[src/sv/drb_pkg.sv]
// ----------------------------------------------------------------------------
// Diagonal rotate package
// Shared sizes, fixed-point constants, codes and types of the diagonal
// rotation block.
// ----------------------------------------------------------------------------
`default_nettype none

package drb_pkg;

    // Frame store geometry.
    localparam int MAX_WIDTH  = 512;
    localparam int MAX_HEIGHT = 512;
    localparam int COL_BITS   = $clog2(MAX_WIDTH);
    localparam int ROW_BITS   = $clog2(MAX_HEIGHT);

    // Each parity bank holds one quarter of the frame.
    localparam int BANK_AW    = (ROW_BITS - 1) + (COL_BITS - 1);
    localparam int BANK_DEPTH = (MAX_WIDTH * MAX_HEIGHT) / 4;

    // Item and register field widths.
    localparam int POS_BITS  = 10;
    localparam int CFG_BITS  = 10;
    localparam int CH_BITS   = 16;
    localparam int PIX_BITS  = 3 * CH_BITS;
    localparam int IDX_BITS  = 2;
    localparam int S_TDATA_W = 72;
    localparam int M_TDATA_W = 48;

    // Fixed point: step is sqrt(0.5) rounded to nearest in Q0.FRAC_BITS.
    localparam int FRAC_BITS = 16;
    localparam longint unsigned STEP_Q32 = 64'd3037000500;
    localparam longint unsigned STEP_Q   =
        (STEP_Q32 + (64'd1 << (31 - FRAC_BITS))) >> (32 - FRAC_BITS);
    localparam logic [FRAC_BITS-1:0] STEP = STEP_Q[FRAC_BITS-1:0];

    // Source row product is signed, column product unsigned.
    localparam int R_W    = POS_BITS + FRAC_BITS + 2;
    localparam int C_W    = POS_BITS + FRAC_BITS + 1;
    localparam int UR_W   = R_W - 1 - FRAC_BITS;
    localparam int UC_W   = C_W - FRAC_BITS;
    localparam int TOP_W  = CH_BITS + FRAC_BITS;

    // Register indexes.
    localparam logic [IDX_BITS-1:0] CFG_DIAG_WIDTH = 2'd0;
    localparam logic [IDX_BITS-1:0] CFG_IN_WIDTH   = 2'd1;
    localparam logic [IDX_BITS-1:0] CFG_IN_HEIGHT  = 2'd2;

    // Item kinds.
    localparam logic OP_WRITE = 1'b0;
    localparam logic OP_READ  = 1'b1;

    typedef logic [PIX_BITS-1:0] pixel_t;

    // Source point of a request as seen by the frame store and the mixer.
    typedef struct packed {
        logic                 in_img;
        logic                 pass;
        logic [ROW_BITS-1:0]  row;
        logic [COL_BITS-1:0]  col;
        logic [FRAC_BITS-1:0] fr;
        logic [FRAC_BITS-1:0] fc;
    } geom_t;

endpackage

`default_nettype wire

[src/sv/drb_geom.sv]
// ----------------------------------------------------------------------------
// Source point mapper
// Multiplies the output position by sqrt(0.5) into the source row and
// column, then checks bounds and splits off the fractions.
// ----------------------------------------------------------------------------
`default_nettype none

module drb_geom (
    input  wire logic                          clk,
    input  wire logic                          en,
    input  wire logic [drb_pkg::POS_BITS-1:0]  px_in,
    input  wire logic [drb_pkg::POS_BITS-1:0]  py_in,
    input  wire logic [drb_pkg::POS_BITS-1:0]  px_held,
    input  wire logic [drb_pkg::POS_BITS-1:0]  py_held,
    input  wire logic [drb_pkg::CFG_BITS-1:0]  diag_width,
    input  wire logic [drb_pkg::CFG_BITS-1:0]  img_w,
    input  wire logic [drb_pkg::CFG_BITS-1:0]  img_h,
    output drb_pkg::geom_t                     geom
);
    import drb_pkg::*;

    logic signed [POS_BITS:0]   dxy;
    logic        [POS_BITS:0]   sxy;
    logic        [CFG_BITS-1:0] fw;
    logic signed [R_W-1:0]      fw_term;
    logic signed [R_W-1:0]      prod_r;
    logic signed [R_W-1:0]      r_next;
    logic        [C_W-1:0]      c_next;
    logic signed [R_W-1:0]      r_reg;
    logic        [C_W-1:0]      c_reg;
    logic        [UR_W-1:0]     ur;
    logic        [UC_W-1:0]     uc;

    // Source row r = (diag_width-1) + (row-col)*step, column c = (row+col)*step.
    always_comb
    begin
        dxy     = $signed({1'b0, py_in}) - $signed({1'b0, px_in});
        sxy     = {1'b0, px_in} + {1'b0, py_in};
        fw      = diag_width - CFG_BITS'(1);
        fw_term = $signed({{(R_W - CFG_BITS - FRAC_BITS){1'b0}}, fw, {FRAC_BITS{1'b0}}});
        prod_r  = R_W'(dxy * $signed({1'b0, STEP}));
        r_next  = fw_term + prod_r;
        c_next  = C_W'(sxy) * C_W'(STEP);
    end

    always_ff @(posedge clk)
    begin
        if (en)
        begin
            r_reg <= r_next;
            c_reg <= c_next;
        end
    end

    // Bounds and neighbour position of the registered point.
    always_comb
    begin
        ur = r_reg[R_W-2:FRAC_BITS];
        uc = c_reg[C_W-1:FRAC_BITS];
        if (diag_width == '0)
        begin
            // Rotation off: the stored pixel is taken as it is.
            geom.pass   = 1'b1;
            geom.in_img = (px_held < img_w) && (py_held < img_h);
            geom.row    = py_held[ROW_BITS-1:0];
            geom.col    = px_held[COL_BITS-1:0];
            geom.fr     = '0;
            geom.fc     = '0;
        end
        else
        begin
            // The point and its lower right neighbour must both lie inside.
            geom.pass   = 1'b0;
            geom.in_img = !r_reg[R_W-1]
                       && ((UR_W + 1)'(ur) + (UR_W + 1)'(2) <= (UR_W + 1)'(img_h))
                       && ((UC_W + 1)'(uc) + (UC_W + 1)'(2) <= (UC_W + 1)'(img_w));
            geom.row    = ur[ROW_BITS-1:0];
            geom.col    = uc[COL_BITS-1:0];
            geom.fr     = r_reg[FRAC_BITS-1:0];
            geom.fc     = c_reg[FRAC_BITS-1:0];
        end
    end

endmodule

`default_nettype wire

[config.mk]
export PLATFORM = sky130hd
export DESIGN_NAME = drb_geom
export DESIGN_NICKNAME = d
export VERILOG_FILES = /design/src/sv/drb_pkg.sv /design/src/sv/drb_geom.sv
export SDC_FILE = /design/constraint.sdc
export NUM_CORES = 1
export LEC_CHECK = 0
export ABC_AREA = 1
export BUFFER_PORTS_ARGS = -buffer_cell sky130_fd_sc_hd__buf_4
export CORE_MARGIN = 5
export CORE_UTILIZATION = 55
export CTS_CLUSTER_DIAMETER = 120
export DETAILED_ROUTE_END_ITERATION = 12
export PLACE_DENSITY = 0.78
export SLEW_MARGIN = 20
export SYNTH_ARGS = -nofsm -noshare
export SYNTH_HDL_FRONTEND = slang
export SYNTH_SLANG_ARGS = --single-unit
[constraint.sdc]
create_clock -name clk -period 16.3 [get_ports clk]
set_input_delay 2.445 -clock clk [delete_from_list [all_inputs] [get_ports clk]]
set_output_delay 2.445 -clock clk [all_outputs]
set_load 0.05 [all_outputs]
==> After elaboration in Yosys (flattened, before gate mapping) <==
Cells that the tools add are included.
{ "op_classes": {"n_addsub": 6, "mul": 2, "magnitude_cmp": 4, "muxes": 1, "n_reduce_logical": 5} }
{ "op_table": {"columns": ["op", "n"], "rows": [
  ["$mux 52", 1],
  ["$add 27x28->28", 1],
  ["$mul 11x17->28 const B", 1],
  ["$mul 11x16->27 const B", 1],
  ["$add 11x2->12 const B", 2],
  ["$le 12x10->1", 2],
  ["$lt 10x10->1", 2],
  ["$add 10x10->11", 1],
  ["$sub 10x10->11", 1],
  ["$logic_not 10->1", 1],
  ["$sub 10x1->10 const B", 1],
  ["$logic_and 1x1->1", 3],
  ["$logic_not 1->1", 1]
]} }
{ "totals": {"ff_bits": 55, "in_bits": 72, "output_inout_bits": 52, "word_cells": 20} }

==> Logic depth before layout (Yosys ltp) <==
{ "logic_depth": {"depth_word": 5, "mapped_depth": 32} }

==> Least setup slack after synthesis <==
OpenSTA, ideal clock, no wires.
{ "synth_path": {"path_kind": "input to register", "start": "input port py_in[0] (netlist name)", "end": "register r_reg[27] (data pin)", "setup_time_ns": 0.253, "arrival_time_ns": 7.493, "slack_ns": 8.554, "stages": 29, "path_buffers": 0, "path_cell_list": "inv_1 > ha_1 > inv_1 > fa_1 > nand3_1 > nand2_1 > nand2_1 > nand2_1 > nand2_1 > nand2_1 > a21oi_1 > inv_1 > fa_1 > inv_1 > ha_1 > fa_1 > inv_1 > fa_1 > inv_1 > fa_1 > ha_1 > nand2_1 > inv_1 > nand2_1 > inv_1 > nand2_1 > or2_1 > nand4_1 > nand2_1"} }
{ "synth_via": {"elab_chain_len": 3} }
{ "synth_rtl": {"columns": ["item", "line_no", "text"], "rows": [
  ["from (decl)", "drb_geom.sv:12", "input wire logic [drb_pkg::POS_BITS-1:0] py_in,"],
  ["$sub 10x10->11", "drb_geom.sv:37", "dxy = $signed({1'b0, py_in}) - $signed({1'b0, px_in});"],
  ["$mul 11x17->28", "drb_geom.sv:41", "prod_r = R_W'(dxy * $signed({1'b0, STEP}));"],
  ["$add 27x28->28", "drb_geom.sv:42", "r_next = fw_term + prod_r;"],
  ["net r_next[27]", "drb_geom.sv:27", "logic signed [R_W-1:0] r_next;"],
  ["to (signal assigned)", "drb_geom.sv:50", "r_reg <= r_next;"],
  ["to (decl)", "drb_geom.sv:29", "logic signed [R_W-1:0] r_reg;"]
]} }
The timed path passes the listed nets, and every way through them passes these cells.
A chain may end at the register's enable or synchronous reset.

==> Worst setup path in the final report <==
{ "layout_path": {"start": "input port py_in[0] (netlist name)", "end": "register r_reg[25] (data pin)"} }
The elaborated chain is that of the path after synthesis.

==> reports/results.tsv <==
stage	metric	value	unit
final_layout	most frequent cells in the layout	325 x inv_1, 223 x ha_1, 212 x nand2_1	
clocking	clock slew at reported path FFs	0.07	ns
setup_path	CP startpoint	py_in[0]	
final_layout	final std cells w/o fill	1680	
setup_path	CP Capture Type	flop	
run	Max-Cap Viols	0	
floorplan	row count	50	
clocking	Num CTS Buffers	5	
clocking	post-cts hold buffer count	0	
synthesis	Synth cell types	38	
final_layout	commonest non-fill, non-tap cell in the layout	inv_1	
clocking	Bufs on Longest Clock Path	2	
grt	Tot GR Track Use	22.27	%
final_layout	layout cells sized above 1	9.751	%
setup_path	most frequent CP cell	nand2_1	
timing	TNS Setup	0	ns
place	hpwl dp	21450	um
place	Placed Cells	1672	
final_layout	nets@finish	1811	
synthesis	Primary FF master, synth	edfxtp_1	
routing	vias per inst	5.208	
routing	number of DRC violations after detailed-routing iteration 0	538	
synthesis	Seq/Total Area, Yosys	15.56	%
synthesis	post-synthesis average cell area	7.842	um2
place	GPL Wtd Cong	0.9121	
routing	drt wl/cell	14.50	um
grt	grt total ovfl	0	
floorplan	die area	21800	um2
setup_path	slowest CP cell	a21oi_1	
synthesis	EDFF count, synth	54	
floorplan	core area	18710	um2
timing	Final Slew Violations	0	
setup_path	Setup Crit Path Kind	input port to flop	
final_layout	diode count	0	
timing	RSZ-0062 raised after global routing	no	
synthesis	syn nets	1695	
floorplan	Initial Utilization	55.72	%
timing	normalized max-slew margin	37.43	%
synthesis	synthesized flop and latch total	54	
synthesis	share of flip-flops with an asynchronous set or reset	0	%
run_status	status	finished clean	
clocking	Post-CTS Setup Repair Bufs	0	
setup_path	Worst EP required	16.35	ns
clocking	CTS resizes	0	
routing	Total Wirelength	24370	um
clocking	clock sinks	54	
timing	final hold viol count	0	
synthesis	synthesized cell area	10420	um2
routing	Final ANT Viol Nets	0	
synthesis	yosys warns	0	
min_path	worst hold-check path type	input port to flop	
routing	drc violations	0	
setup_path	top fanout value on the critical path	8	
floorplan	top-level port count	124	
floorplan	Horiz. Die Dim	147.7	um
grt	first-pass GRT wire length	40570	um
synthesis	Cells after Synth	1329	
routing	vias	8749	
timing	Slew @ Worst Pin	0.9385	ns
timing	Final period util	50.02	%
setup_path	Worst Path Arrival	8.20	ns
final_layout	Fillers	1623	
min_path	hold_sp	en	
routing	First-pass DRT Iterations	6	
clocking	CTS root buffer	clkbuf_16	
final_layout	P&R area growth vs syn	12.17	%
setup_path	CP Launch Type	input port	
place	IO buf count	123	
floorplan	chip height	147.7	um
setup_path	max incr delay on CP	0.60	ns
grt	largest net degree at the start of global routing	57	
timing	min cycle time layout	8.154	ns
grt	antenna violations before repair	0	
timing	setup violators final	0	
clocking	depth of the CTS H-tree	2	
grt	vias in the first global route	8687	
clocking	CTS tree	yes	
timing	maximum clock rate	122.6	MHz
-- critical path, delay by kind of cell --
kind / cells / cell delay [ns]
and+or+nand+nor: 13 / 1.07
AOI/OAI and AO/OA: 3 / 1.10
adders and majority gates: 8 / 3.05
buffers and inverters: 5 / 0.34
xor gates and xnor gates: 1 / 0.17
-- per-stage QoR --
step	setup WS, ns	hold slack, ns	instance area (um2)	util, %
3_3_place_gp	8.063	3.024	11550	61.73
3_5_place_dp	7.904	3.026	11550	61.73
5_1_grt	7.735	2.752	11690	62.50
4_1_cts	8.197	2.725	11690	62.50
6_report	8.146	2.720	11690	62.50
2_1_floorplan	8.554	2.558	10420	-
-- area by class of cell --
class,count,area (um2),area share [%]
multi-input cells,934,7481,63.99
flip-flops and latches,54,1622,13.87
inverters,327,1227,10.50
repair buffers,123,923.4,7.898
well taps,234,292.8,2.504
clock buffers,5,125.1,1.070
clock inverters,3,20.02,0.1712
-- cells in the mapped netlist, types with 6 or more instances --
library cell    n  share of area (%)
xor2_1         61                5.1
nand4_1        23                1.4
buf_2           8               0.38
fa_1           71                 14
inv_1         325                 12
edfxtp_1       54                 16
nor2_1         99                3.6
a21o_1          9               0.65
a21oi_1        73                3.5
xnor2_1        15                1.3
nand2_1       212                7.6
o21ai_0        34                1.6
nand3_1        47                2.3
nor3_1         16               0.77
o21bai_1        9               0.65
ha_1          223                 27
o21a_1          6               0.43
-- metal layers --
layer  wire, um  GRT usage, %  vias to the layer above
met5          0             0                        -
met4        480         5.685                        0
met3       1315         2.269                       37
met2      10950         36.73                      274
met1      11620         31.49                     3978
li1           -             -                     4460
-- cell families after synthesis --
group | share of synthesized area (%)
simple gates | 16.69
buf+inv | 12.67
compound gates | 8.295
flops | 15.56
fa+ha+maj | 40.41
xor+xnor | 6.387
-- worst paths after layout --
kind,endpoint,slack (ns),cells after the start
worst max-delay path,r_reg[25]$_DFFE_PP_,8.15,30
worst min-delay path,r_reg[23]$_DFFE_PP_,2.72,1
Power is not shown: default switching activity piles up to over one toggle a cycle in this logic, so the estimate is an artifact.
